$ cat src/wspf_pkg.sv
// Package for the window stack / pointer / focus controller.
// Holds widths, operation codes, constants and the queue entry type.
package wspf_pkg;
  localparam int NSLOT = 8;
  localparam int SW = 3;
  localparam logic [3:0] NO_SLOT = 4'd8;
  localparam logic [2:0] OP_PLACE = 3'd0;
  localparam logic [2:0] OP_REMOVE = 3'd1;
  localparam logic [2:0] OP_MOVEX = 3'd2;
  localparam logic [2:0] OP_MOVEY = 3'd3;
  localparam logic [2:0] OP_PRESS = 3'd4;
  localparam logic [2:0] OP_RELEASE = 3'd5;
  localparam logic [2:0] OP_SYNC = 3'd6;
  localparam logic [2:0] OP_KEY = 3'd7;
  localparam logic [9:0] KEY_ALT = 10'd56;
  localparam logic [9:0] KEY_TAB = 10'd15;
  localparam logic [11:0] MIN_SIZE = 12'd16;
  localparam logic [15:0] TITLE_BAR = 16'd20;
  localparam logic [1:0] EV_NONE = 2'd0;
  localparam logic [1:0] EV_KEY = 2'd1;
  localparam logic [1:0] EV_CLOSE = 2'd2;
  localparam logic [3:0] CFG_WIDTH = 4'd0;
  localparam logic [3:0] CFG_HEIGHT = 4'd1;

  typedef struct packed {
    logic [2:0]  operation;
    logic [2:0]  slot;
    logic [15:0] pos_x;
    logic [15:0] pos_y;
    logic [11:0] width;
    logic [11:0] height;
    logic [15:0] delta;
    logic [9:0]  key_code;
    logic [1:0]  key_value;
  } item_t;

  typedef struct packed {
    logic [1:0]  event_res;
    logic [2:0]  target_slot;
    logic [9:0]  fwd_key_code;
    logic [1:0]  fwd_key_value;
    logic [3:0]  focus_slot;
    logic [11:0] cursor_x;
    logic [11:0] cursor_y;
    logic [3:0]  window_count;
    logic        drag_active;
  } res_t;

  // Queue status travelling from the front to the back.
  typedef struct packed {
    logic  valid;
    item_t item;
  } qhead_t;
endpackage

$ cat src/wspf_back.sv
// Back part: executes one queued item over several cycles and registers the result.
// Depends on wspf_pkg.
module wspf_back import wspf_pkg::*; (
  input  logic        clk,
  input  logic        rst_n,
  input  qhead_t      head,
  output logic        pop,
  input  logic [12:0] scr_w,
  input  logic [12:0] scr_h,
  output logic        out_valid,
  input  logic        out_ready,
  output res_t        out_data
);
  localparam logic [2:0] ST_IDLE = 3'd0;
  localparam logic [2:0] ST_SCAN = 3'd1;
  localparam logic [2:0] ST_SHIFT = 3'd2;
  localparam logic [2:0] ST_DONE = 3'd3;

  logic [2:0]  st_r, st_nxt;
  item_t       it_r;
  logic [2:0]  order_r [NSLOT];
  logic [3:0]  count_r, focus_r, drag_r;
  logic [NSLOT-1:0] valid_r;
  logic [15:0] left_r [NSLOT];
  logic [15:0] top_r [NSLOT];
  logic [11:0] wid_r [NSLOT];
  logic [11:0] hgt_r [NSLOT];
  logic [11:0] px_r, py_r;
  logic        alt_r;
  logic [15:0] offx_r, offy_r;
  // scan state
  logic [3:0]  zi_r;      // stack index being scanned, counts down
  logic        pass_r;    // 0 close-box pass, 1 body pass
  logic [2:0]  tgt_r;     // slot to drop or raise
  logic        drop_r;    // shift phase removes (1) or raises (0)
  logic [3:0]  at_r;      // position during shift
  logic        closed_r;
  logic        outv_r;
  res_t        res_r;

  logic [2:0]  s;
  logic signed [17:0] l, t, r, mx, my;
  logic        close_hit, body_hit;
  logic [12:0] lim;
  logic signed [17:0] cv;
  logic [11:0] clamped;
  logic        ex_free;

  assign pop = head.valid && (st_r == ST_IDLE) && !outv_r;
  assign out_valid = outv_r;
  assign out_data = res_r;
  assign ex_free = 1'b1;

  // Hit tests on the scanned entry.
  always_comb begin
    s = order_r[zi_r[2:0]];
    l = 18'(signed'(left_r[s]));
    t = 18'(signed'(top_r[s]));
    r = l + 18'(wid_r[s]);
    mx = 18'(px_r);
    my = 18'(py_r);
    close_hit = valid_r[s] && mx >= r - 18'sd16 && mx < r - 18'sd4 &&
                my >= t - 18'sd16 && my < t - 18'sd4;
    body_hit = valid_r[s] && mx >= l && mx < r && my >= t - 18'sd20 &&
               my < t + $signed({6'd0, hgt_r[s]});
  end

  // Pointer clamp on the selected axis.
  always_comb begin
    lim = (it_r.operation == OP_MOVEX) ? scr_w : scr_h;
    if (lim == 13'd0) lim = 13'd1;
    if (lim > 13'd4096) lim = 13'd4096;
    cv = 18'((it_r.operation == OP_MOVEX) ? px_r : py_r) + 18'(signed'(it_r.delta));
    if (cv < 0) clamped = 12'd0;
    else if (cv >= 18'(lim)) clamped = 12'(lim - 13'd1);
    else clamped = cv[11:0];
  end

  always_comb begin
    st_nxt = st_r;
    unique case (st_r)
      ST_IDLE: if (pop) st_nxt = ST_SCAN;
      ST_SCAN, ST_SHIFT, ST_DONE: st_nxt = st_r;
      default: st_nxt = ST_IDLE;
    endcase
  end

  always_ff @(posedge clk) begin
    if (!rst_n) begin
      st_r <= ST_IDLE;
      count_r <= 4'd0;
      focus_r <= NO_SLOT;
      drag_r <= NO_SLOT;
      valid_r <= '0;
      px_r <= 12'd640;
      py_r <= 12'd400;
      alt_r <= 1'b0;
      offx_r <= 16'd0;
      offy_r <= 16'd0;
      outv_r <= 1'b0;
      for (int i = 0; i < NSLOT; i++) order_r[i] <= 3'd0;
    end else begin
      if (outv_r && out_ready) outv_r <= 1'b0;
      unique case (st_r)
        ST_IDLE: begin
          if (pop) begin
            it_r <= head.item;
            st_r <= st_nxt;
            zi_r <= count_r - 4'd1;
            pass_r <= 1'b0;
            closed_r <= 1'b0;
          end
        end
        ST_SCAN: begin
          case (it_r.operation)
            OP_PLACE: begin
              valid_r[it_r.slot] <= 1'b1;
              left_r[it_r.slot] <= it_r.pos_x;
              top_r[it_r.slot] <= it_r.pos_y + TITLE_BAR;
              wid_r[it_r.slot] <= (it_r.width < MIN_SIZE) ? MIN_SIZE : it_r.width;
              hgt_r[it_r.slot] <= (it_r.height < MIN_SIZE) ? MIN_SIZE : it_r.height;
              tgt_r <= it_r.slot; drop_r <= 1'b0; at_r <= 4'd0; st_r <= ST_SHIFT;
            end
            OP_REMOVE: begin
              valid_r[it_r.slot] <= 1'b0;
              if (drag_r == {1'b0, it_r.slot}) drag_r <= NO_SLOT;
              tgt_r <= it_r.slot; drop_r <= 1'b1; at_r <= 4'd0; st_r <= ST_SHIFT;
            end
            OP_MOVEX: begin
              px_r <= clamped;
              st_r <= ST_DONE;
            end
            OP_MOVEY: begin
              py_r <= clamped;
              st_r <= ST_DONE;
            end
            OP_RELEASE: begin
              drag_r <= NO_SLOT;
              st_r <= ST_DONE;
            end
            OP_SYNC: begin
              if (!drag_r[3] && valid_r[drag_r[2:0]]) begin
                left_r[drag_r[2:0]] <= 16'(px_r) - offx_r;
                top_r[drag_r[2:0]] <= 16'(py_r) - offy_r;
              end
              st_r <= ST_DONE;
            end
            OP_KEY: begin
              if (it_r.key_code == KEY_ALT) begin
                alt_r <= (it_r.key_value != 2'd0);
                st_r <= ST_DONE;
              end else if (it_r.key_code == KEY_TAB && it_r.key_value == 2'd1 && alt_r) begin
                if (count_r >= 4'd2) begin
                  tgt_r <= order_r[0]; drop_r <= 1'b0; at_r <= 4'd0; st_r <= ST_SHIFT;
                end else st_r <= ST_DONE;
              end else begin
                if (!focus_r[3] && valid_r[focus_r[2:0]]) closed_r <= 1'b1;
                st_r <= ST_DONE;
              end
            end
            default: begin
              // Press: one stack entry per cycle, close boxes first, then bodies.
              if (zi_r[3] || count_r == 4'd0) begin
                if (!pass_r) begin
                  pass_r <= 1'b1; zi_r <= count_r - 4'd1;
                end else st_r <= ST_DONE;
              end else if (!pass_r && close_hit) begin
                valid_r[s] <= 1'b0;
                if (drag_r == {1'b0, s}) drag_r <= NO_SLOT;
                tgt_r <= s; drop_r <= 1'b1; at_r <= 4'd0; closed_r <= 1'b1;
                st_r <= ST_SHIFT;
              end else if (pass_r && body_hit) begin
                if (my < t) begin
                  drag_r <= {1'b0, s};
                  offx_r <= 16'(mx - l);
                  offy_r <= 16'(my - t);
                end
                tgt_r <= s; drop_r <= 1'b0; at_r <= 4'd0; st_r <= ST_SHIFT;
              end else zi_r <= zi_r - 4'd1;
            end
          endcase
        end
        ST_SHIFT: begin
          // Walk the stack one entry a cycle; from the target on, pull entries down.
          if (at_r >= count_r) begin
            st_r <= ST_DONE;
            if (!drop_r && count_r != 4'(NSLOT)) begin
              order_r[count_r[2:0]] <= tgt_r;
              count_r <= count_r + 4'd1;
              focus_r <= {1'b0, tgt_r};
            end
          end else if (order_r[at_r[2:0]] == tgt_r) begin
            if (at_r + 4'd1 < count_r) begin
              order_r[at_r[2:0]] <= order_r[at_r[2:0] + 3'd1];
              order_r[at_r[2:0] + 3'd1] <= tgt_r;
              at_r <= at_r + 4'd1;
            end else begin
              st_r <= ST_DONE;
              if (drop_r) begin
                count_r <= count_r - 4'd1;
                focus_r <= (count_r > 4'd1) ? {1'b0, order_r[at_r[2:0] - 3'd1]} : NO_SLOT;
              end else focus_r <= {1'b0, tgt_r};
            end
          end else at_r <= at_r + 4'd1;
        end
        ST_DONE: begin
          if (!outv_r && ex_free) begin
            outv_r <= 1'b1;
            if (closed_r && it_r.operation == OP_KEY) begin
              res_r.event_res <= EV_KEY;
              res_r.target_slot <= focus_r[2:0];
              res_r.fwd_key_code <= it_r.key_code;
              res_r.fwd_key_value <= it_r.key_value;
            end else if (closed_r) begin
              res_r.event_res <= EV_CLOSE;
              res_r.target_slot <= tgt_r;
              res_r.fwd_key_code <= 10'd0;
              res_r.fwd_key_value <= 2'd0;
            end else begin
              res_r.event_res <= EV_NONE;
              res_r.target_slot <= 3'd0;
              res_r.fwd_key_code <= 10'd0;
              res_r.fwd_key_value <= 2'd0;
            end
            res_r.focus_slot <= focus_r;
            res_r.cursor_x <= px_r;
            res_r.cursor_y <= py_r;
            res_r.window_count <= count_r;
            res_r.drag_active <= !drag_r[3];
            st_r <= ST_IDLE;
          end
        end
        default: st_r <= ST_IDLE;
      endcase
    end
  end
endmodule
$ cat config.mk
export PLATFORM = sky130hd
export DESIGN_NAME = wspf_back
export DESIGN_NICKNAME = d
export VERILOG_FILES = /design/src/wspf_pkg.sv /design/src/wspf_back.sv
export SDC_FILE = /design/constraint.sdc
export NUM_CORES = 1
export LEC_CHECK = 0
export ABC_AREA = 1
export BUFFER_PORTS_ARGS = -buffer_cell sky130_fd_sc_hd__buf_2
export CAP_MARGIN = 10
export CORE_MARGIN = 2
export CORE_UTILIZATION = 55
export DETAILED_ROUTE_END_ITERATION = 10
export HOLD_SLACK_MARGIN = 0.15
export MAX_ROUTING_LAYER = met4
export PLACE_DENSITY = 0.79
export SYNTH_ARGS = -nofsm -noshare
export SYNTH_HDL_FRONTEND = slang
export SYNTH_SLANG_ARGS = --single-unit
$ cat constraint.sdc
create_clock -name clk -period 11.8 [get_ports clk]
set_input_delay 0.59 -clock clk [delete_from_list [all_inputs] [get_ports clk]]
set_output_delay 0.59 -clock clk [all_outputs]
set_load 0.1 [all_outputs]
==> After elaboration in Yosys (flattened, before gate mapping) <==
Memories as Yosys holds them, arrays and structs flattened. A register that Yosys moved wholly into a read port is not among the register bits.
Index checks and enable logic that the tools add are counted.
Widths: inputs -> output; s select.
{ "word_totals": {"reg_bits": 235, "ram_bits": 472, "word_cells": 355, "mem_count": 5} }
{ "op_classes": {"n_addsub": 20, "magnitude_cmp": 24, "eq_ne": 51, "muxes": 139, "n_bitwise": 12, "n_reduce_logical": 69} }
{ "mem_list": {"columns": ["memory", "depth", "width", "rd", "rd_ports_with_merged_regs", "write_ports", "line", "rtl"], "rows": [
  ["left_r", 8, 16, 1, 0, 1, "wspf_back.sv:24", "logic [15:0] left_r [NSLOT];"],
  ["top_r", 8, 16, 1, 0, 1, "wspf_back.sv:25", "logic [15:0] top_r [NSLOT];"],
  ["hgt_r", 8, 12, 1, 0, 1, "wspf_back.sv:27", "logic [11:0] hgt_r [NSLOT];"],
  ["wid_r", 8, 12, 1, 0, 1, "wspf_back.sv:26", "logic [11:0] wid_r [NSLOT];"],
  ["order_r", 8, 3, 5, 2, 8, "wspf_back.sv:21", "logic [2:0] order_r [NSLOT];"]
]} }
{ "ops": {"columns": ["operator", "n"], "rows": [
  ["$mux 4", 32],
  ["$mux 3", 27],
  ["$mux 12", 5],
  ["$lt 13x17->1", 3],
  ["$mux 1", 49],
  ["$mux 13", 3],
  ["$ne 3x3->1 const B", 13],
  ["$add 16x13->17", 2],
  ["$ge 13x17->1", 2],
  ["$sub 16x6->17 const B", 2],
  ["$mux 16", 2],
  ["$reduce_or 16->1", 2],
  ["$sub 12x16->16", 2],
  ["$sub 13x16->16", 2],
  ["$lt 12x5->1 const B", 2],
  ["$ne 2x2->1 const B", 12],
  ["$pmux 4 s3", 2],
  ["$pmux 8 s3", 1],
  ["$logic_and 1x1->1", 21],
  ["$ge 13x18->1", 1],
  ["$ge 18x13->1", 1],
  ["$lt 13x18->1", 1],
  ["$pmux 3 s3", 2],
  ["$sub 17x4->18 const B", 1],
  ["other kinds (72)", 125]
]} }

==> Longest topological paths before layout <==
An unclocked memory read counts as a cell.
{ "logic_depth": {"word_depth": 14, "ltp_mapped": 47, "depth_no_buf": 44} }

==> Worst setup path after synthesis <==
No wires, ideal clock.
{ "synth_path": {"kind": "input -> register", "start": "in rst_n", "end": "reg closed_r (enable)", "setup_time_ns": 0.341, "arrival_ns": 10.316, "t_required_ns": 11.459, "setup_slack_ns": 1.143, "path_stages": 5, "n_path_buf": 1, "path_cell_list": "clkbuf_1 clkinv_1 nor4_1 o22ai_1 nor4b_1"} }
{ "synth_via": {"elab_chain_len": 1} }
{ "synth_lines": {"columns": ["element", "line", "rtl"], "rows": [
  ["start, declared", "wspf_back.sv:5", "input logic rst_n,"],
  ["$reduce_and 9->1 (no source line)", null, null],
  ["end signal, assigned", "wspf_back.sv:111", "closed_r <= 1'b0;"],
  ["end signal, assigned", "wspf_back.sv:157", "if (!focus_r[3] && valid_r[focus_r[2:0]]) closed_r <= 1'b1;"],
  ["end signal, assigned", "wspf_back.sv:170", "tgt_r <= s; drop_r <= 1'b1; at_r <= 4'd0; closed_r <= 1'b1;"],
  ["end, declared", "wspf_back.sv:37", "logic closed_r;"]
]} }
No other way between the ends.
A chain may end at the register's enable or synchronous reset.

==> results_dict.tcl <==
set metrics [dict create \
    status "complete, no violations" \
    areaGrowthSynthToFinish_pct 13.6 \
    clock_path_buffers 3 \
    grt_pass1_wl_um 154000 \
    synth_cell_types 65 \
    relSlewSlack_pct 20.9 \
    viasPerCell 5.85 \
    hold_violations 0 \
    dp_hpwl_um 67300 \
    row_count 95 \
    cts.htree.levels 3 \
    syn-cell-area_sq_um 37200 \
    holdWs_ps 177 \
    wl_per_cell_um 20.2 \
    maxCapViolations 0 \
    critPathRequiredTime_ps 12320 \
    die_h_um 264 \
    boundaryPins 172 \
    period_minus_slack_ps 9370 \
    route.met3.wl_um 9330 \
    portBuffers 171 \
    yosys_warnings 0 \
    tightest_slew_ps 1190 \
    nets 4378 \
    synth_edf_count 626 \
    cts_root_buffer "clkbuf_16" \
    syn_inst 3826 \
    final.period_utilization_pct 79.4 \
    grt_overflow 0 \
    path_clk_slew_ps 60 \
    grt_pass1_vias 27600 \
    cp_max_fo 96 \
    slew_violations 0 \
    rsz0062_at_grt "no" \
    highest_layer "met4" \
    clock-sinks 712 \
    cp_top_family "simple AND/OR/NAND/NOR gates" \
    antenna_found_initial 0 \
    dr.pass1.iters 7 \
    layout-drive-gt1-share_pct 10.9 \
    grt_start_max_net_pins 99 \
    slowest_stage "inv_4" \
    crit_path_end_kind "register" \
    syn-num-nets 4140 \
    vias 29300 \
    nFillCells 5196 \
    wl_met1_um 40000 \
    fin_tns_setup_ps 0 \
    wl_met2_um 47800 \
    critPathBufInv 7 \
    post_cts.repair.setup_buffers 0 \
    synth_ff_type "edfxtp_1" \
    syn_avg_cell_area_sq_um 9.73 \
    crit_type "reg2reg" \
    drcViolationCount 0 \
    hold_class "in2reg" \
    max_clock_freq_ghz 0.107 \
    numCtsBuffers 74 \
    core_area_sq_um 67000 \
    cts_tree "done" \
    ant_nets 0 \
    cpMostUsedCell "nand2_1" \
    track_usage_pct 29.5 \
    wl_um 101000 \
    place.gp.congestion 0.966 \
    start_util_pct 55.5 \
    dieArea_sq_um 69700 \
    fin_worst_skew_ps 33.9 \
    die_w_um 264 \
    async_reset_ff_share_pct 0 \
    max_stage_delay_ps 830 \
    critPathLaunchType "register" \
    finalSetupViolCount 0 \
    ys_ff_latch 712 \
    clkLatencyLatePin_ps 640 \
    diodes 0 \
    critPathArrivalTime_ps 9890 \
    drt_first_iter_violations 3461 \
    ys_seq_area_share_pct 55.1 \
]
-- flip-flops by register name, summed over array words and instances, names as in the netlist, 8 cells and up, named ones only --
| signal | flops |
|---|---|
| left_r | 128 |
| offy_r | 16 |
| it_r | 90 |
| py_r | 12 |
| hgt_r | 96 |
| out_data | 50 |
| wid_r | 96 |
| offx_r | 16 |
| px_r | 12 |
| top_r | 128 |
| order_r | 24 |
| valid_r | 8 |
-- Yosys cell counts (all sizes together), types with 8 or more instances --
cell type,count,share of area (%)
nand2,782,8.1
edfxtp,626,51
inv,407,4.1
nor2,337,3.8
o21ai,294,4.0
a21oi,256,3.6
nand3,225,3.1
ha,187,6.3
xor2,97,2.3
clkbuf,90,0.91
dfxtp,86,4.6
buf,52,0.88
nand4,48,0.82
o211ai,48,0.98
nand3b,39,0.79
nor3,36,0.51
xnor2,29,0.68
a221oi,22,0.52
or2,18,0.30
a32o,16,0.43
nor4,15,0.25
o22ai,14,0.24
a211oi,12,0.24
o21bai,11,0.23
o2111ai,10,0.24
clkinv,8,0.081
-- metal layers --
layer,GRT usage (%),vias up
li1,-,13700
met1,37.1,13800
met2,47.8,1470
met3,4.70,253
met4,11.8,0
met5,-,-
-- path summary, 6_finish.rpt --
path / cells past startpoint / slack, ps / startpoint / end
setup / recovery: 41 / 2430 / register / offy_r[11]
hold / removal: 2 / 180 / out_ready / out_valid
setup reg to reg: 41 / 2430 / register / offy_r[11]
hold reg to reg: 2 / 470 / offx_r[4] / offx_r[4]
-- placed cells by master (no fill, tap or decap), drive strengths merged, types with 8 or more instances in the layout --
cell | Yosys | final
a211oi | 12 | 12
a21oi | 256 | 256
a221oi | 22 | 22
a32o | 16 | 16
buf | 52 | 215
bufinv | 0 | 8
clkbuf | 90 | 99
clkinv | 8 | 31
dfxtp | 86 | 86
dlygate4sd3 | 0 | 89
edfxtp | 626 | 626
ha | 187 | 187
inv | 407 | 414
nand2 | 782 | 782
nand3 | 225 | 225
nand3b | 39 | 39
nand4 | 48 | 48
nor2 | 337 | 337
nor3 | 36 | 36
nor4 | 15 | 15
o2111ai | 10 | 10
o211ai | 48 | 48
o21ai | 294 | 294
o21bai | 11 | 11
o22ai | 14 | 14
or2 | 18 | 18
xnor2 | 29 | 29
xor2 | 97 | 97
-- metrics by stage --
step	cells	utilization, %	setup slack (ps)	instance area, sq um
after floorplan	3826	-	1140	37200
after global placement	4772	58.1	2940	39000
after detailed placement	4772	58.1	2640	39000
after CTS	4999	63.1	2570	42300
after global routing	4999	63.1	1570	42300
final	4999	63.1	2430	42300
-- cell families (layout without fill, tap and decap cells) --
logic type      after synthesis  after routing  synth area share, %
buf+inv                     557            857                 5.98
flops                       712            712                 55.1
compound gates              728            728                 11.4
simple gates               1506           1506                 17.7
mux                           3              3               0.0807
xor+xnor                    126            126                 2.97
fa+ha+maj                   194            194                 6.66
-- worst reg2reg max path, delay by kind of cell, from the launching register on --
family	cells	cell delay [ps]
adder cells (fa/ha/maj)	3	1090
AND/OR/NAND/NOR	26	4220
XOR/XNOR	1	130
buffers and inverters	7	2500
flip-flops	1	580
AO/OA/AOI/OAI	4	720
-- area by class of cell --
cell class	count	area [sq um]	share of cell area [%]
multi-input cells	2557	14600	34.5
repair buffers	304	2080	4.91
clock inverters	39	445	1.05
inverters	415	1560	3.69
clock buffers	99	1990	4.70
flip-flops and latches	712	20500	48.5
well taps	873	1090	2.58
-- repair_timing --
| action | 4_1_cts | 5_1_grt |
|---|---|---|
| hold buffers | 89 | 0 |
| hold endpoints to repair | 89 | 0 |
| resized for setup | 0 | 0 |
Power is not shown: default switching activity piles up to over one toggle a cycle in this logic, so the estimate is an artifact.
