$ cat config.mk
export PLATFORM = sky130hd
export DESIGN_NAME = wspf_front
export DESIGN_NICKNAME = d
export VERILOG_FILES = /design/src/wspf_pkg.sv /design/src/wspf_front.sv
export SDC_FILE = /design/constraint.sdc
export NUM_CORES = 1
export LEC_CHECK = 0
export ABC_AREA = 1
export CORE_MARGIN = 10
export CORE_UTILIZATION = 26
export CTS_CLUSTER_SIZE = 20
export DETAILED_ROUTE_END_ITERATION = 8
export DONT_BUFFER_PORTS = 1
export GPL_ROUTABILITY_DRIVEN = 0
export MAX_ROUTING_LAYER = met4
export PLACE_DENSITY = 0.5
export SLEW_MARGIN = 20
export SYNTH_ARGS = -nofsm -noshare
export SYNTH_HDL_FRONTEND = slang
export SYNTH_SLANG_ARGS = --single-unit
$ cat constraint.sdc
create_clock -name clk -period 7.1 [get_ports clk]
set_input_delay 0.71 -clock clk [delete_from_list [all_inputs] [get_ports clk]]
set_output_delay 0.71 -clock clk [all_outputs]
set_load 0.05 [all_outputs]
$ cat src/wspf_pkg.sv
// Package for the window stack / pointer / focus controller.
// Holds widths, operation codes, constants and the queue entry type.
package wspf_pkg;
  localparam int NSLOT = 8;
  localparam int SW = 3;
  localparam logic [3:0] NO_SLOT = 4'd8;
  localparam logic [2:0] OP_PLACE = 3'd0;
  localparam logic [2:0] OP_REMOVE = 3'd1;
  localparam logic [2:0] OP_MOVEX = 3'd2;
  localparam logic [2:0] OP_MOVEY = 3'd3;
  localparam logic [2:0] OP_PRESS = 3'd4;
  localparam logic [2:0] OP_RELEASE = 3'd5;
  localparam logic [2:0] OP_SYNC = 3'd6;
  localparam logic [2:0] OP_KEY = 3'd7;
  localparam logic [9:0] KEY_ALT = 10'd56;
  localparam logic [9:0] KEY_TAB = 10'd15;
  localparam logic [11:0] MIN_SIZE = 12'd16;
  localparam logic [15:0] TITLE_BAR = 16'd20;
  localparam logic [1:0] EV_NONE = 2'd0;
  localparam logic [1:0] EV_KEY = 2'd1;
  localparam logic [1:0] EV_CLOSE = 2'd2;
  localparam logic [3:0] CFG_WIDTH = 4'd0;
  localparam logic [3:0] CFG_HEIGHT = 4'd1;

  typedef struct packed {
    logic [2:0]  operation;
    logic [2:0]  slot;
    logic [15:0] pos_x;
    logic [15:0] pos_y;
    logic [11:0] width;
    logic [11:0] height;
    logic [15:0] delta;
    logic [9:0]  key_code;
    logic [1:0]  key_value;
  } item_t;

  typedef struct packed {
    logic [1:0]  event_res;
    logic [2:0]  target_slot;
    logic [9:0]  fwd_key_code;
    logic [1:0]  fwd_key_value;
    logic [3:0]  focus_slot;
    logic [11:0] cursor_x;
    logic [11:0] cursor_y;
    logic [3:0]  window_count;
    logic        drag_active;
  } res_t;

  // Queue status travelling from the front to the back.
  typedef struct packed {
    logic  valid;
    item_t item;
  } qhead_t;
endpackage

$ cat src/wspf_front.sv
// Front part: accepts input beats and holds them in a two-entry queue.
// Depends on wspf_pkg.
module wspf_front import wspf_pkg::*; (
  input  logic   clk,
  input  logic   rst_n,
  input  logic   in_valid,
  output logic   in_ready,
  input  item_t  in_data,
  output qhead_t head,
  input  logic   pop
);
  item_t      mem_r [2];
  logic       wp_r, wp_nxt, rp_r, rp_nxt;
  logic [1:0] cnt_r, cnt_nxt;
  logic       push;

  assign in_ready = (cnt_r != 2'd2);
  assign push = in_valid && in_ready;
  assign head.valid = (cnt_r != 2'd0);
  assign head.item = mem_r[rp_r];

  always_comb begin
    wp_nxt = wp_r ^ push;
    rp_nxt = rp_r ^ pop;
    cnt_nxt = cnt_r + {1'b0, push} - {1'b0, pop};
  end

  always_ff @(posedge clk) begin
    if (push) begin
      mem_r[wp_r] <= in_data;
    end
    if (!rst_n) begin
      wp_r <= 1'b0;
      rp_r <= 1'b0;
      cnt_r <= 2'd0;
    end else begin
      wp_r <= wp_nxt;
      rp_r <= rp_nxt;
      cnt_r <= cnt_nxt;
    end
  end
endmodule

; ---- Word level (Yosys, flattened, before mapping)
; Memory sizes are Yosys's and may differ from the RTL's. A register that Yosys moved wholly into a read port is not among the register bits.
; Index checks and enable logic that the tools add are counted.
[totals]
mem_bits_rw = 180
ff_bits = 4
mem_count = 1
output_inout_bits = 92
word_cells = 14
input_bits = 94
[mem_list]
columns = name, words, word_bits, read_ports, rd_ports_with_merged_regs, write_ports, line_no
row1 = mem_r, 2, 90, 1, 1, 1, wspf_front.sv:12  ; item_t mem_r [2];
[classes]
bitwise = 2
add_sub_neg = 2
mux = 3
n_eq_ne = 1
n_reduce_logical = 2
[ops]
columns = op, count
row1 = $mux W1, 3
row2 = $add A2 B1 Y2, 1
row3 = $ne A2 B2 Y1 const B, 1
row4 = $reduce_bool A2 Y1, 1
row5 = $sub A2 B1 Y2, 1
row6 = $xor A1 B1 Y1, 2
row7 = $logic_and A1 B1 Y1, 1

; ---- Longest topological paths before layout
; Gate-level depths: netlist (run 1).
[depth]
word_depth = 4
mapped_depth = 11
depth_no_buf = 11

; ---- Worst setup path before layout (run 1)
; No wires, ideal clock.
[synth_path]
kind = flip-flop to flip-flop
start = reg cnt_r[0]
end = mem mem_r[1][0] (netlist bit) (enable)
stages_incl_launch_ff = 5
slack_ns = 1.829
setup_time_ns = 0.540
arrival_time_ns = 4.732
path_buffers = 0
t_required_ns = 6.560
cell_sequence = dfxtp_1 inv_1 nand2_1 nand2_1 nor2_1
[synth_via]
elab_chain_len = 4
[synth_lines]
columns = item, line_no
row1 = start: declaration, wspf_front.sv:14  ; logic [1:0] cnt_r, cnt_nxt;
row2 = start signal: assignment, wspf_front.sv:39  ; cnt_r <= cnt_nxt;
row3 = $ne A2 B2 Y1, wspf_front.sv:17  ; assign in_ready = (cnt_r != 2'd2);
row4 = via in_ready, wspf_front.sv:7  ; output logic in_ready,
row5 = $logic_and A1 B1 Y1, wspf_front.sv:18  ; assign push = in_valid && in_ready;
row6 = $mux W1, wspf_front.sv:29  ; if (push) begin
row7 = $mux W1 (implied by the code), wspf_front.sv:30  ; mem_r[wp_r] <= in_data;
row8 = end: declaration, wspf_front.sv:12
; The timed path passes the listed nets, and every way through them passes these cells.

==> results.toml, run 1 <==
[status]
status = "completed"

[critical_path]
r2r_end = "mem_r[0][65]"
end_kind = "output pin"
critPathRequiredTime_ns = 6.39
r2r-start = "cnt_r[0]"
rr_worst_depth = 6
crit_path_max_fanout = 53
cp.arrival_ns = 2.68
crit_type = "reg2out"
startpoint_type = "flip-flop"
ff2ff_setup_slack_ns = 4.22

[routing]
dr.first_iter.drc_count = 127
wl_um = 13800
vias = 2691
postRouteAntennaNets = 0
via_per_inst = 3.97
wl_per_cell_um = 20.4
firstDrtPassIters = 4
drc = 0

[sta]
setup_viol = 0
timing.hold.ws_ns = 0.374
drv_slew = 0
fin_crit_ns = 3.39
period_share_pct = 47.7
setup_tns_ns = 0
hold_violations = 0
skew_ns = 0.0109
rsz0062_at_grt = "no"
relSlewSlack_pct = 34.8
worst_slack_ns = 3.71
tightest_slew_ns = 0.978
fmax_ghz = 0.295

[placed_design]
port-buffer-count = 0
place_area_um2 = 7460
placed_cells = 646
pre_cts_slack_ns = 4.12
place.detailed.hpwl_um = 10000

[logic_synthesis]
syn-cell-area_um2 = 7180
syn_area_per_cell_um2 = 23.1
synth_top_area_share_pct = 75.3
yosys-top-cells-area = "edfxtp_1, mux2_4, buf_12"
synth_cell_types = 12
yosysSeqAreaShare_pct = 76.7
synth_fp_nets = 407
yosys.area.top_type = "edfxtp_1"
syn-instance-count = 311
yosys_warnings = 0
ys_seq_elements = 185

[grt]
antenna_found_initial = 0
gr-total-overflow = 0
grt_start_max_net_pins = 54
grt_usage_pct = 8.12
first_global_vias = 2969
grt_first_pass_wirelength_um = 19500

[die]
start_util_pct = 26.6
placeableCoreArea_um2 = 27000
die_y_um = 186
row_count = 60
die_area_um2 = 34600
die_x_um = 186
io_pins = 186

[clocking]
cts_sinks = 185
cts_max_level = 4
cts-resized-gates = 0
clockRootBuffer = "clkbuf_16"
cts_tree = "done"
cts_buffer_depth = 2
cts.hold.buffers_added = 0
clk_pin_slew_ns = 0.07
cts_setup_buffers = 0
cts_buffers = 17
clock_latency_ns = 0.42

[power]
p_leak_nw = 2.79
power_density_nw_per_um2 = 353
vdd_drop_max_mv = 0.105

[final_layout]
nFillCells = 2622
finalInstanceArea_um2 = 8070
final_layout_size_suffix_gt1_share_pct = 38.3
instances_no_fill = 678
area_growth_syn_to_layout_pct = 12.4
antenna_cells = 0
fin_nets = 420

[worst_hold_path]
hp-start = "in_data[83]"
whs_endpoint = "mem_r[1][83]"
holdCritPathClass = "in2reg"
whs_path_depth = 0

[flow_run]
cap_viol_max_count = 0
placed cells by master, fill, tap and decap left out, drive strengths merged, types with 2 or more instances in the layout:
master    synthesis  routed
clkinv            0       2
dfxtp             5       5
nor2              5       5
clkbuf            0      17
buf              10       4
clkinvlp          0       2
edfxtp          180     180
mux2             90      90
xnor2             2       2
nand2             8       8
ha                2       2
inv               7      17
worst max path at each step:
stage	endpoint	cells after the start	slack (ns)	from
floorplan	mem_r[1][0]	4	1.83	cnt_r[0]
global placement	head[69]	2	4.17	flip-flop
detailed placement	head[69]	2	4.12	flip-flop
CTS	head[69]	2	3.65	flip-flop
global route	head[69]	2	3.57	flip-flop
finish	head[69]	2	3.71	flip-flop
metrics by stage:
step	util (%)	power, W
2_1_floorplan	-	0.00190
6_report	29.9	0.00285
3_5_place_dp	27.6	0.00194
3_3_place_gp	27.6	0.00194
4_1_cts	29.9	0.00290
5_1_grt	29.9	0.00297
logic make-up (layout without fill, tap and decap cells):
logic type	after synthesis	in the layout	share of synthesized area (%)
and+or+nand+nor	14	14	0.750
xor gates and xnor gates	2	2	0.244
DFF	185	185	76.7
AOI/OAI and AO/OA	1	1	0.0697
muxes	90	90	18.8
buffers and inverters	17	43	3.03
adders and majority gates	2	2	0.349
cells in the mapped netlist:
library cell	instances
a21oi_1	1
buf_12	9
buf_6	1
dfxtp_1	5
edfxtp_1	180
ha_1	2
inv_1	7
mux2_4	90
nand2_1	8
nand3_1	1
nor2_1	5
xnor2_1	2
area by class of cell:
| cell class | instances | area (µm²) | area share [%] |
|---|---|---|---|
| Multi-Input combinational cell | 109 | 1470 | 18.3 |
| Clock inverter | 15 | 178 | 2.20 |
| Timing Repair Buffer | 4 | 30.0 | 0.372 |
| Tap cell | 341 | 427 | 5.29 |
| Clock buffer | 17 | 425 | 5.27 |
| Inverter | 7 | 26.3 | 0.326 |
| Sequential cell | 185 | 5510 | 68.3 |
routing by layer:
metal / routed length, µm / track usage (%) / vias to the layer above
li1: - / - / 1237
met5: 0 / - / -
met3: 1800 / 4.85 / 9
met2: 6920 / 12.8 / 111
met1: 4950 / 8.19 / 1334
met4: 136 / 2.90 / 0
flip-flops by register name, indices dropped and copies added, names as in the netlist, named ones only:
signal and flops:
wp_r 1, rp_r 1, cnt_r 2, mem_r 180
report_power, final:
part	total, W	switching (W)	internal, W	leakage [nW]
Combinational	0.000544	0.000403	0.000141	0.779
Sequential	0.00136	0.0000370	0.00132	1.72
Clock	0.000942	0.000435	0.000507	0.291
Total	0.00285	0.000875	0.00197	2.79
worst max-delay path: stages (launching register included):
cell and delay, ns:
dfxtp_4 0.82, buf_4 0.84, mux2_4 0.45
Note: power is estimated with default switching activity, not from simulation.
==> run 2, diff against run 1 <==
- ABC_AREA: 1 -> 0
- PLACE_DENSITY: 0.5 -> 0.52
- clock period: 7.1 -> 3 ns (I/O delays scaled with it)
==> run 2 against run 1 <==
- combinational power grew to 2.6 times the previous value
- synthesized cell count shrank 1.9%
- sequential share of layout area shrank 7.3 points
- largest power group unchanged
- area after synthesis shrank 0.96%
- critical path depth is the same
- first-iteration DRC count grew 17%
- critical path type unchanged
==> results.toml, run 2 <==
[final_layout]
nFillCells = 2538
largest-register = "mem_r"
fin_nets = 508
final_cell_mix = "edfxtp_1, dlygate4sd3_1, mux2_4"
largest_reg_flops = 180
final_layout_size_suffix_gt1_share_pct = 30.6
area_growth_syn_to_layout_pct = 27.0
final_common_cell = "edfxtp_1"
antenna_cells = 0
largest_registers = "mem_r (180), cnt_r (2)"

[sta]
setup_tns_ns = 0
drv_slew = 0
fmax_ghz = 0.466
skew_ns = 0.00778
setup_viol = 0
rsz0062_at_grt = "no"
period_share_pct = 71.5
worst_slack_ns = 0.855
tightest_slew_ns = 0.730
fin_crit_ns = 2.14
relSlewSlack_pct = 51.3
hold_violations = 0

[logic_synthesis]
yosys-top-cells-area = "edfxtp_1, mux2_4, buf_6"
synth_fp_nets = 401
synth.most_common_cell = "edfxtp_1"
syn_area_per_cell_um2 = 23.3
syn-cell-area_um2 = 7110
synthArstFlopShare_pct = 0
synth_edf_count = 180
synth_top_area_share_pct = 76.1
yosys_warnings = 0
yosys.area.top_type = "edfxtp_1"
synth_cell_types = 18
yosysSeqAreaShare_pct = 77.5
ys_seq_elements = 185
ys.flop_type = "edfxtp_1"
synth_common_cells = "edfxtp_1, mux2_4, buf_6"
syn-instance-count = 305

[critical_path]
crit_type = "reg2out"
end_kind = "output pin"
critPathRequiredTime_ns = 2.70
cp.arrival_ns = 1.84
crit_path_max_fanout = 39
startpoint_type = "flip-flop"

[grt]
first_global_vias = 3486
grt_usage_pct = 8.53
grt_first_pass_wirelength_um = 21100
antenna_found_initial = 0
grt_start_max_net_pins = 52
gr-total-overflow = 0

[routing]
wl_um = 14500
vias = 3090
firstDrtPassIters = 4
drc = 0
dr.first_iter.drc_count = 149
wl_per_cell_um = 19.0
via_per_inst = 4.03
postRouteAntennaNets = 0

[clocking]
cts_buffers = 17
cts-resized-gates = 0
clockRootBuffer = "clkbuf_16"
cts_max_level = 4
clk_pin_slew_ns = 0.07
cts_buffer_depth = 2
clock_latency_ns = 0.42
cts_sinks = 185
cts_setup_buffers = 0
cts_tree = "done"

[power]
vdd_drop_max_mv = 0.394
p_int_w = 0.00481
p_leak_nw = 3.18
swShare_pct = 30.2
power_frac_comb_pct = 20.9
power_density_nw_per_um2 = 763
p_switching_w = 0.00208
p_seq_share_pct = 46.2
p_clk_share_pct = 32.9

[status]
status = "completed"

[die]
start_util_pct = 26.4
die_area_um2 = 34300
row_count = 60
io_pins = 186
die_y_um = 185
placeableCoreArea_um2 = 27000
die_x_um = 185

[placed_design]
port-buffer-count = 0
pre_cts_slack_ns = 0.968
place.detailed.hpwl_um = 10200

[flow_run]
cap_viol_max_count = 0

[worst_hold_path]
holdCritPathClass = "in2reg"
## run 2: cell count changes after synthesis, sizes merged
cell	before	now
and2	0	3
xnor2	2	1
xor2	0	1
nor3b	0	1
a21bo	0	1
or2	0	1
nand2	8	2
mux2i	0	1
nand3	1	0
inv	7	2
nor2b	0	1
nor2	5	1
nand2b	0	2
## run 2: power by group through the flow
stage	Combinational (W)	Clock [W]	Sequential, W
after floorplan	0.00119	0	0.00323
after global routing	0.00150	0.00248	0.00321
after detailed placement	0.00135	0	0.00325
final	0.00144	0.00227	0.00319
after CTS	0.00147	0.00236	0.00319
after global placement	0.00134	0	0.00324
## run 2: path summary, 6_finish.rpt
kind,start,endpoint,slack [ns],cells past startpoint
setup / recovery,flip-flop,head[67],0.86,2
hold / removal,rst_n,cnt_r[1],0.04,2
setup reg to reg,cnt_r[0],mem_r[0][67],0.97,6
hold reg to reg,rp_r,flip-flop,0.57,2
## run 2: area by class of cell
class	count	area (µm²)	area share [%]
timing repair buffer	98	988	10.9
sequential	185	5510	61.0
clock inverter	13	163	1.80
multi-input combinational	108	1500	16.6
tap	341	427	4.73
inverter	2	7.51	0.0831
clock buffer	19	433	4.79
## run 2: per-stage QoR
stage | cells | hold slack, ns | instance area [µm²] | power, W | utilization, %
final | 766 | 0.0400 | 9030 | 0.00689 | 33.5
after global routing | 766 | 0.0323 | 9030 | 0.00719 | 33.5
after CTS | 766 | 0.0219 | 9030 | 0.00703 | 33.5
after detailed placement | 643 | 0.399 | 7520 | 0.00460 | 27.9
after global placement | 643 | 0.399 | 7520 | 0.00457 | 27.9
after floorplan | 305 | 0.399 | 7120 | 0.00442 | -
## run 2: repair_timing
action	in CTS	in global routing
hold endpoints to repair	184	0
endpoints found under the setup margin	0	0
hold buffers	91	0
## run 2: cell families (layout without fill, tap and decap cells)
kind of cell,count (synthesis),after routing,synth area share (%)
buf+inv,12,132,1.69
mux,91,91,19.2
fa+ha+maj,2,2,0.352
xor+xnor,2,2,0.247
flops,185,185,77.5
compound gates,2,2,0.211
simple gates,11,11,0.880
## run 2: metal layers
metal  wire length, µm  track usage, %  vias up
met5                 0               -        -
met4               114            2.44        0
met3              1190            3.82        8
met1              5510            8.69     1558
met2              7720            14.5      108
li1                  -               -     1416
## run 2: worst max-delay path: stages (launching register included)
cell,delay (ns)
dfxtp_4,0.36
buf_4,0.56
mux2_4,0.45
==> run 3, diff against run 2 <==
- clock period: 3 -> 1.9 ns (I/O delays scaled with it)
==> run 3 against run 2 <==
- routed wire length grew 0.40%
- utilization grew 0.60 points
- clock-buffer cell count shrank 1
- clock power grew 63%
- critical path depth is the same
- setup slack lost 0.69 ns
- largest power group unchanged
==> results.toml, run 3 (synthesized netlist as in run 2, its figures left out) <==
[grt]
grt_usage_pct = 8.71
gr-total-overflow = 0
grt_first_pass_wirelength_um = 21300
first_global_vias = 3446
antenna_found_initial = 4
grt_start_max_net_pins = 59

[sta]
setup_viol = 0
worst_slack_ns = 0.166
rsz0062_at_grt = "no"
relSlewSlack_pct = 63.9
period_share_pct = 91.2
drv_slew = 0
skew_ns = 0.00741
fmax_ghz = 0.577
tightest_slew_ns = 0.542
hold_violations = 0
fin_crit_ns = 1.73

[routing]
postRouteAntennaNets = 0
via_per_inst = 3.96
drt-met1-wl_um = 5640
firstDrtPassIters = 3
dr.first_iter.drc_count = 103
dr_wl_met2_um = 7510
top_layer = "met4"
wl_um = 14600
vias = 3055
drc = 0
wl_per_cell_um = 18.9
met3_length_um = 1320

[worst_hold_path]
holdCritPathClass = "in2reg"
whs_path_depth = 3
hp-start = "in_valid"

[final_layout]
final_cell_mix = "edfxtp_1, dlygate4sd3_1, mux2_4"
fin_nets = 511
final_common_cell = "edfxtp_1"
nFillCells = 2535
final_layout_size_suffix_gt1_share_pct = 31.6
largest_registers = "mem_r (180), cnt_r (2)"
largest-register = "mem_r"
finalCoreUtilization_pct = 34.1
area_growth_syn_to_layout_pct = 29.3
largest_reg_flops = 180

[clocking]
clockRootBuffer = "clkbuf_16"
cts_max_level = 4
clock_latency_ns = 0.41
cts_buffer_depth = 2
cts_tree = "done"
cts_buffers = 17
clk_pin_slew_ns = 0.07
cts_sinks = 185

[power]
vdd_drop_max_mv = 0.565
finalPower_w = 0.0111
power_density_nw_per_um2 = 1200
p_leak_nw = 3.24

[placed_design]
pre_cts_slack_ns = 0.388
port-buffer-count = 0
place.detailed.hpwl_um = 10000

[critical_path]
end_kind = "output pin"
r2r-start = "cnt_r[0]"
rr_worst_depth = 5
startpoint_type = "flip-flop"
cp.arrival_ns = 1.54
crit_type = "reg2out"
crit_path_max_fanout = 32
critPathRequiredTime_ns = 1.71

[status]
status = "completed"

[die]
io_pins = 186
die_area_um2 = 34300
placeableCoreArea_um2 = 27000
start_util_pct = 26.4
die_y_um = 185
die_x_um = 185
row_count = 60

[flow_run]
cap_viol_max_count = 0
## run 3: cell types whose count changed in the layout (fill, tap and decap cells not counted), moves of 3 or more
| cell | before | now |
|---|---|---|
| buf_4 | 5 | 1 |
| inv_8 | 4 | 1 |
| buf_12 | 2 | 6 |
| diode_2 | 0 | 4 |
## run 3: final timing paths
check,slack (ns),endpoint
worst max-delay path,0.17,head[38]
worst min-delay path,0.08,cnt_r[1]
worst min register to register,0.58,flip-flop
worst max register to register,0.41,mem_r[0][44]
## run 3: per-layer routing
metal	GRT usage, %	vias up
met4	2.54	0
met1	9.26	1522
met5	-	-
met3	4.35	7
li1	-	1421
met2	14.0	105
## run 3: critical path, cell delays in order, from the launching register on
cell and delay (ns):
dfxtp_4 0.41, buf_12 0.26, mux2_4 0.42
## run 3: timing repair
item                       4_1_cts  5_1_grt
resized for setup                0        1
setup endpoints to repair        0       38
hold endpoints to repair       185        0
setup buffers                    0        0
hold buffers                    92        0
## run 3: metrics by stage
stage | cell area [µm²] | TNS, ns | hold slack [ns] | std cells
finish | 9190 | 0 | 0.0783 | 772
global route | 9190 | 0 | 0.0787 | 772
CTS | 9150 | 0 | 0.0533 | 767
detailed placement | 7610 | 0 | 0.289 | 644
global placement | 7610 | 0 | 0.289 | 644
floorplan | 7130 | -83.65 | 0.289 | 305
## run 3: final cells by class
type | instances | area (µm²) | share of cell area (%)
Sequential cell | 185 | 5510 | 60.0
Multi-Input combinational cell | 108 | 1520 | 16.5
Timing Repair Buffer | 101 | 1100 | 12.0
Clock buffer | 18 | 429 | 4.67
Tap cell | 341 | 427 | 4.64
Clock inverter | 13 | 190 | 2.07
Antenna cell | 4 | 10.0 | 0.109
Inverter | 2 | 7.51 | 0.0817
## run 3: power by group
part           total, W  internal (W)  switching, W
clock network   0.00370       0.00221       0.00148
logic           0.00234      0.000732       0.00161
registers       0.00503       0.00493     0.0000999
total            0.0111       0.00788       0.00319
